**src/design/tst_divider.sv**
```systemverilog
// Restoring divider, one quotient bit per cycle, 64-bit unsigned.
// Depends on nothing.
module tst_divider (
  input  logic        clk,
  input  logic        rst,
  input  logic        start,
  input  logic [63:0] num,
  input  logic [63:0] den,
  output logic        busy,
  output logic [63:0] quo
);
  logic [63:0] rem;
  logic [63:0] q;
  logic [6:0]  cnt;
  logic [64:0] trial;

  assign trial = {rem[63:0], q[63]} - {1'b0, den};
  assign quo = q;

  always_ff @(posedge clk) begin
    if (rst) begin
      busy <= 1'b0;
      cnt <= '0;
    end else if (start) begin
      busy <= 1'b1;
      cnt <= 7'd64;
      rem <= '0;
      q <= num;
    end else if (busy) begin
      if (!trial[64]) begin
        rem <= trial[63:0];
        q <= {q[62:0], 1'b1};
      end else begin
        rem <= {rem[62:0], q[63]};
        q <= {q[62:0], 1'b0};
      end
      cnt <= cnt - 7'd1;
      if (cnt == 7'd1) busy <= 1'b0;
    end
  end
endmodule

```
**config.mk**
```make
export PLATFORM = sky130hd
export DESIGN_NAME = tst_divider
export DESIGN_NICKNAME = d
export VERILOG_FILES = /design/src/design/tst_divider.sv
export SDC_FILE = /design/constraint.sdc
export NUM_CORES = 1
export LEC_CHECK = 0
export BUFFER_PORTS_ARGS = -buffer_cell sky130_fd_sc_hd__buf_2
export CORE_MARGIN = 4
export CORE_UTILIZATION = 58
export CTS_BUF_LIST = sky130_fd_sc_hd__clkbuf_4
export DETAILED_ROUTE_END_ITERATION = 7
export MAX_ROUTING_LAYER = met4
export PLACE_DENSITY = 0.83
export SYNTH_ARGS = -nofsm -noshare
export SYNTH_HDL_FRONTEND = slang
export SYNTH_SLANG_ARGS = --single-unit
```
**constraint.sdc**
```tcl
create_clock -name clk -period 10.9 [get_ports clk]
set_input_delay 1.09 -clock clk [delete_from_list [all_inputs] [get_ports clk]]
set_output_delay 1.09 -clock clk [all_outputs]
set_load 0.005 [all_outputs]
```
==> results of run 1 <==
cell usage in the layout (no fill, tap or decap), drive strengths merged, types with 11 or more instances in the layout:
master  instances
xor2           28
nor2           39
a21o           33
nand2          72
a211oi         14
nand3          58
clkbuf         17
ha             66
nor3           18
xnor2          30
buf           203
mux2           63
o21bai         11
a21oi         145
inv            88
nand4          19
edfxtp        128
o21ai         107
through the flow:
step / total power [W] / instance area (um2) / worst slack, ns / hold slack (ns)
2_1_floorplan: 0.00110 / 10300 / 2.93 / 0.467
3_3_place_gp: 0.00123 / 11300 / 6.05 / 0.481
3_5_place_dp: 0.00124 / 11300 / 5.95 / 0.486
4_1_cts: 0.00160 / 11600 / 6.58 / 0.506
5_1_grt: 0.00170 / 11600 / 6.24 / 0.545
6_report: 0.00160 / 11600 / 6.54 / 0.506
routing by layer:
| metal | global-route usage, % | vias up |
|---|---|---|
| li1 | - | 4414 |
| met1 | 35.4 | 4214 |
| met2 | 46.4 | 372 |
| met3 | 7.53 | 49 |
| met4 | 9.18 | 0 |
| met5 | - | - |
cells by family (layout without fill, tap and decap cells):
kind of cell,after synthesis,count (layout)
xor+xnor,58,58
flops,136,136
other cells,0,8
fa+ha+maj,67,67
buf+inv,147,315
compound gates,371,371
mux,63,63
simple gates,261,261
sequential cells by signal, indices dropped and copies added (netlist names):
register / count
cnt: 7
quo: 64
busy: 1
rem: 64
critical path, cell delays in order:
cell	delay (ns)
buf_2	0.08
inv_1	0.04
ha_1	0.37
a21oi_1	0.26
inv_1	0.10
o31ai_2	0.37
a21oi_1	0.18
a31o_2	0.30
nand3_2	0.12
a21oi_4	0.09
or4_2	1.01
buf_4	0.38
a21oi_1	0.21
a211oi_2	0.06
final timing paths:
path	cells past startpoint	from	endpoint
min reg2reg	2	cnt[1]	cnt[1]
max	14	den[7]	rem[16]
max reg2reg	14	quo[63]	rem[16]
min	2	cnt[1]	cnt[1]
area by class of cell:
| type | count | area share [%] |
|---|---|---|
| multi-input cells | 820 | 49.0 |
| clock buffers | 17 | 1.10 |
| repair buffers | 203 | 8.92 |
| inverters | 81 | 2.61 |
| diodes | 8 | 0.172 |
| clock inverters | 14 | 1.41 |
| well taps | 225 | 2.42 |
| flip-flops and latches | 136 | 34.4 |
where the power goes:
part,switching [W],leakage [nW],internal [W]
Sequential,0.0000256,1.30,0.000633
Combinational,0.000342,3.45,0.000236
Clock,0.000220,0.154,0.000141
==> flow_summary.ini, run 1 <==
[status]
status = finished clean

[global_route]
grt_pass1_vias = 8961
grt.total_usage_pct = 28.7
grt-ovfl-total = 0
antenna_found_initial = 8
grt_start_max_net_pins = 69
grt_pass1_wl_mm = 44.9

[logic_synthesis]
synth_cells = 1103
synth_compound_area_share_pct = 22.2
synth_seq_cells = 136
yosysUniqueCellTypes = 72
synthesis.area_um2 = 10300
yosys-mux-area-fraction_pct = 6.91
ys_seq_area_share_pct = 39.0
synth_edf_count = 128
yosysTopAreaCell = edfxtp_1
synthAdderAreaFrac_pct = 8.24
synth-xor-area-share_pct = 4.95
synth-simple-area-share_pct = 12.9
synthTopCellsByArea = edfxtp_1, ha_1, mux2_2
yosysMostFrequentCell = a21oi_1
synth_nets = 1301
synth_flop_cell = edfxtp_1
synth_top_area_share_pct = 37.5
yosys_warnings = 0
synth_top_family_by_area = compound AO/OA/AOI/OAI gates
avgSynthCellArea_um2 = 9.30
synth-async-reset-ratio_pct = 0
yosys-top-cells-count = a21oi_1, edfxtp_1, inv_1

[routing]
top_layer = met4
vias_per_cell = 6.02
first_iter_violations = 674
vias = 9049
drt_pass1_iterations = 5
drtAntennaViolNets = 0
route.met3.wl_mm = 2.32
drc = 0
routedWlPerCell_um = 18.2
drt-met1-wl_mm = 11.3
wl_met2_mm = 13.0
totalWireLength_mm = 27.3

[cells_and_area]
fin_nets = 1457
nFillCells = 1424
register_area_um2 = 4000
area_growth_syn_to_layout_pct = 13.4
layoutNonFillerInstCount = 1504
layout-drive-gt1-share_pct = 26.0
multi_input_area_um2 = 5700
utilization_pct = 67.3

[timing]
period_needed_ns = 4.36
slew_headroom_pct = 39.9
rsz0062_at_grt = false
finalClockSkew_ns = 0.0271
worst_slew_pin_slew_ns = 0.902
fin_setup_tns_ns = 0
final_hold_viol_count = 0
finalSetupViolations = 0
post-route-period-util_pct = 40.0
fmax_ghz = 0.230
drv_slew = 0

[place]
dp_hpwl_mm = 20.4
gp_congestion = 0.924
io_buffers = 195
dp_cells = 1465

[flow_run]
drv_cap = 0

[cts]
h-tree-depth = 4
path_clk_slew_ns = 0.14
post_cts.repair.setup_buffers = 0
cts_tree = done
cts_root_buffer = clkbuf_4
clock_latency_ns = 0.59
hold_buffers = 0
numCtsBuffers = 17
cts.path.max_buffers = 2
cts.sinks = 136
ctsResizeCount = 0

[pwr]
p_leak_nw = 4.91
peakVddDrop_mv = 0.133
p_per_area_nw_per_um2 = 137

[min_path]
hp-class = register to register

[die]
start_util_pct = 59.3
row_count = 48
fp.dieH_um = 141
chipWidth_um = 141
dieArea_um2 = 19900
core_um2 = 17300
io_pins = 196

[critical_path]
cp.required_ns = 11.22
end_kind = register
reg2reg_slack_ns = 6.64
critPathKind = primary input to register
cp_max_fo = 31
start_kind = primary input
critPathArrivalTime_ns = 4.68
(Power assumes the default switching activity.)
==> run 2, diff against run 1 <==
Settings changed: CORE_UTILIZATION 58 to 53, PLACE_DENSITY 0.83 to 0.8.
Clock period 10.9 ns to 3.85 ns, I/O delays scaled along.
==> run 2 against run 1 <==
Compared with the run above:
- combinational power rose to 3.1 times the previous value
- die area up 8.9%
- worst hold slack worse by 0.44 ns
- power rose to 2.9 times the previous value
- critical path type is now register to register
- critical endpoint is now rem[63]
- highest routed layer unchanged
==> flow_summary.ini, run 2 (synthesis results as in run 1) <==
[cells_and_area]
layoutNonFillerInstCount = 1599
mostFrequentLayoutCells = buf_2, a21oi_1, edfxtp_1
mostFrequentLayoutCell = buf_2
multi_input_area_um2 = 5740
fin_nets = 1516
layout-drive-gt1-share_pct = 29.5
area_growth_syn_to_layout_pct = 19.3
register_area_um2 = 4000
postLayoutCellArea_um2 = 12200
nFillCells = 1617

[timing]
finalSetupViolations = 0
finalClockSkew_ns = 0.0273
post-route-period-util_pct = 95.6
worst_slew_pin_slew_ns = 1.03
slew_headroom_pct = 30.9
period_needed_ns = 3.68
final_hold_viol_count = 0
holdWs_ns = 0.0704
drv_slew = 0
rsz0062_at_grt = false
fin_ws_ns = 0.169
fmax_ghz = 0.272

[routing]
vias_per_cell = 5.87
vias = 9393
first_iter_violations = 715
drtAntennaViolNets = 0
routedWlPerCell_um = 17.8
drt_pass1_iterations = 7
totalWireLength_mm = 28.5
drc = 0

[global_route]
antenna_found_initial = 7
grt_pass1_vias = 9422
grt_pass1_wl_mm = 46.3
grt_start_max_net_pins = 77
grt.total_usage_pct = 26.9
grt-ovfl-total = 0

[critical_path]
path_cells = ha_1, buf_4, nand4_1, or3_1, a211oi_2, and4b_1, o21a_1, a211o_1, a2111o_1, and3_1, o211ai_2, a21oi_2
critPathKind = register to register
crit_family = compound AO/OA/AOI/OAI gates
path_buf_inv = 1
critPathArrivalTime_ns = 3.97
reg2reg_depth = 12
crit_slowest_cell = edfxtp_1
r2r-start = rem[12]
start_kind = register
end_kind = register
max_stage_delay_ns = 0.44
reg2reg_slack_ns = 0.17
cp_max_fo = 9
rr_endpoint = rem[63]
cp.required_ns = 4.14

[pwr]
pwr-share-clk_pct = 21.8
internal_power_w = 0.00298
pwr-share-seq_pct = 39.8
power_switching_w = 0.00170
finalPower_w = 0.00468
p_sw_share_pct = 36.3
p_comb_share_pct = 38.4
p_per_area_nw_per_um2 = 382
p_leak_nw = 5.22
peakVddDrop_mv = 0.244

[cts]
cts_tree = done
path_clk_slew_ns = 0.14
cts.path.max_buffers = 2
numCtsBuffers = 17
clock_latency_ns = 0.56
cts.sinks = 136
h-tree-depth = 4
cts_root_buffer = clkbuf_4

[die]
core_um2 = 18900
start_util_pct = 54.3
chipWidth_um = 147
io_pins = 196
dieArea_um2 = 21700
fp.dieH_um = 147
row_count = 50

[place]
dpl_worst_slack_ns = -0.0705
io_buffers = 195
gp_congestion = 0.957
dp_hpwl_mm = 21.4
placed_area_um2 = 11800
dp_cells = 1552

[min_path]
hold_depth = 2
min_from = rst
hp-class = primary input to register
whs_endpoint = cnt[6]

[flow_run]
drv_cap = 0

[status]
status = finished clean
## run 2: final cells by class
class                   instances  area share (%)
diodes                          8           0.163
multi-input cells             820            46.9
well taps                     260            2.66
flip-flops and latches        136            32.7
clock buffers                  18            1.10
clock inverters                14            1.32
repair buffers                262            12.7
inverters                      81            2.48
## run 2: worst max path at each step
stage | startpoint | endpoint | slack [ns] | depth (start not counted)
finish | rem[12] | rem[63] | 0.17 | 12
global route | rem[42] | rem[13] | 0.01 | 12
CTS | rem[42] | rem[25] | 0.04 | 13
detailed placement | den[19] | rem[25] | -0.07 | 14
global placement | den[19] | rem[28] | 0.06 | 14
floorplan | start | quo[0] | 0.16 | 5
## run 2: repair_timing
item                       in CTS  in global routing
hold buffers                    0                  0
gates resized for setup         0                  5
setup buffers                   0                  7
pin swaps                       1                  3
setup endpoints to repair       7                 62
## run 2: per-layer routing
| metal | global-route usage (%) | part of all wire [%] |
|---|---|---|
| met4 | 9.65 | 2.8 |
| met2 | 43.2 | 47 |
| met5 | - | 0 |
| met1 | 33.5 | 41 |
| met3 | 6.05 | 8.7 |
## run 2: power by group through the flow
stage | Sequential, W | Clock (W) | Combinational [W]
after floorplan | 0.00188 | 0 | 0.00121
after global placement | 0.00189 | 0 | 0.00171
after detailed placement | 0.00189 | 0 | 0.00174
after CTS | 0.00186 | 0.00104 | 0.00175
after global routing | 0.00188 | 0.00112 | 0.00198
final | 0.00186 | 0.00102 | 0.00180
## run 2: stage by stage
stage,utilization (%),TNS [ns]
floorplan,-,0
global placement,62.7,0
detailed placement,62.7,-0.741
CTS,64.2,0
global route,64.8,0
finish,64.8,0
==> run 3, diff against run 2 <==
Settings changed: ABC_CLOCK_PERIOD_IN_PS from default to 4740, CORE_UTILIZATION 53 to 63, PLACE_DENSITY 0.8 to 0.89.
Clock period 3.85 ns to 4.74 ns, I/O delays scaled along.
==> run 3 against run 2 <==
Compared with the run above:
- final area shrank 4.5%
- utilization grew 8.6 points
- combinational power shrank 25%
- routed wire length grew 3.0%
- clock skew is essentially flat
- critical path type unchanged
==> flow_summary.ini, run 3 (synthesis results as in run 1) <==
[routing]
totalWireLength_mm = 29.3
drtAntennaViolNets = 0
vias = 9376
vias_per_cell = 6.25
drt_pass1_iterations = 6
drc = 0
first_iter_violations = 883
routedWlPerCell_um = 19.5

[die]
dieArea_um2 = 18400
fp.dieH_um = 136
io_pins = 196
row_count = 46
chipWidth_um = 136
core_um2 = 15900
start_util_pct = 64.4

[pwr]
peakVddDrop_mv = 0.299
p_per_area_nw_per_um2 = 322
p_sw_share_pct = 36.5
pwr-share-seq_pct = 40.4
pwr-share-clk_pct = 23.8
internal_power_w = 0.00239
power_switching_w = 0.00137
p_comb_share_pct = 35.8
p_leak_nw = 4.95

[timing]
finalClockSkew_ns = 0.0272
worst_slew_pin_slew_ns = 0.844
final_hold_viol_count = 0
rsz0062_at_grt = false
drv_slew = 0
fmax_ghz = 0.237
finalSetupViolations = 0
holdWs_ns = 0.134
post-route-period-util_pct = 89.2
period_needed_ns = 4.23
fin_setup_tns_ns = 0
slew_headroom_pct = 43.1

[cts]
numCtsBuffers = 17
ctsResizeCount = 0
path_clk_slew_ns = 0.13
post_cts.repair.setup_buffers = 0
cts.path.max_buffers = 2
cts.sinks = 136
cts_root_buffer = clkbuf_4
h-tree-depth = 4
hold_buffers = 0
clock_latency_ns = 0.58
cts_tree = done

[global_route]
antenna_found_initial = 8
grt_pass1_wl_mm = 45.8
grt-ovfl-total = 0
grt_pass1_vias = 9027
grt.total_usage_pct = 32.6
grt_start_max_net_pins = 70

[place]
gp_congestion = 0.976
io_buffers = 195
dp_hpwl_mm = 21.5
dp_cells = 1460
placed_area_um2 = 11400

[flow_run]
drv_cap = 0

[cells_and_area]
layout-drive-gt1-share_pct = 26.3
utilization_pct = 73.4
mostFrequentLayoutCells = buf_2, a21oi_1, edfxtp_1
layoutNonFillerInstCount = 1500
postLayoutCellArea_um2 = 11700
area_growth_syn_to_layout_pct = 14.0
nFillCells = 1236
fin_nets = 1461
mostFrequentLayoutCell = buf_2

[critical_path]
reg2reg_depth = 15
end_kind = register
crit_start = quo[63]
crit_path_end = rem[1]
start_kind = register
critPathArrivalTime_ns = 4.52
r2r-start = quo[63]
rr_endpoint = rem[1]
reg2reg_slack_ns = 0.51
cp.required_ns = 5.03
critPathKind = register to register
cp_max_fo = 27

[min_path]
hp-class = primary input to register

[status]
status = finished clean
## run 3: changes by cell type in the layout (fill, tap and decap cells not counted), sizes merged
cell / delta
buf: -55
bufinv: +1
clkinv: -1
## run 3: worst max-delay path, cell delays in order (launching register included)
cell	delay [ns]
edfxtp_1	0.49
inv_1	0.10
ha_1	0.19
fa_1	0.21
nand2b_1	0.16
a21oi_1	0.12
o31ai_2	0.35
a21oi_1	0.17
a31o_2	0.30
nand3_2	0.12
a21oi_4	0.09
nor4_4	0.70
buf_4	0.43
buf_4	0.34
or3_1	0.15
a21oi_1	0.05
## run 3: layout make-up
cell class                      instances  area [um2]  area share, %
Multi-Input combinational cell        820        5700           48.7
Sequential cell                       136        4000           34.2
Timing Repair Buffer                  207        1080           9.24
Inverter                               81         304           2.60
Clock buffer                           18         135           1.15
Tap cell                              216         270           2.31
Clock inverter                         14         186           1.59
Antenna cell                            8        20.0          0.171
## run 3: how the worst min path moves through the flow
stage / start / endpoint / slack (ns) / cells after the start
finish: rst / cnt[6] / 0.13 / 2
global route: rst / cnt[6] / 0.13 / 2
floorplan: cnt[0] / cnt[0] / 0.47 / 2
global placement: cnt[0] / cnt[0] / 0.48 / 2
detailed placement: cnt[0] / cnt[0] / 0.51 / 2
CTS: rst / cnt[6] / 0.10 / 2
## run 3: metrics by stage
step           worst slack, ns  total power [W]
3_3_place_gp             0.625          0.00282
2_1_floorplan            0.959          0.00251
6_report                 0.512          0.00376
5_1_grt                  0.268          0.00397
3_5_place_dp             0.492          0.00286
4_1_cts                  0.568          0.00375
## run 3: layer usage
layer	vias to the layer above	GRT usage (%)	share of wire, %
met4	0	11.6	3.7
met2	488	53.9	49
met5	-	-	0
li1	4424	-	-
met3	82	8.28	8.6
met1	4382	38.9	39
## run 3: power by group through the flow
stage	sequential (W)	combinational [W]	clock (W)
global route	0.00153	0.00149	0.000949
finish	0.00152	0.00135	0.000896
global placement	0.00154	0.00129	0
detailed placement	0.00154	0.00132	0
CTS	0.00152	0.00133	0.000895
floorplan	0.00153	0.000987	0
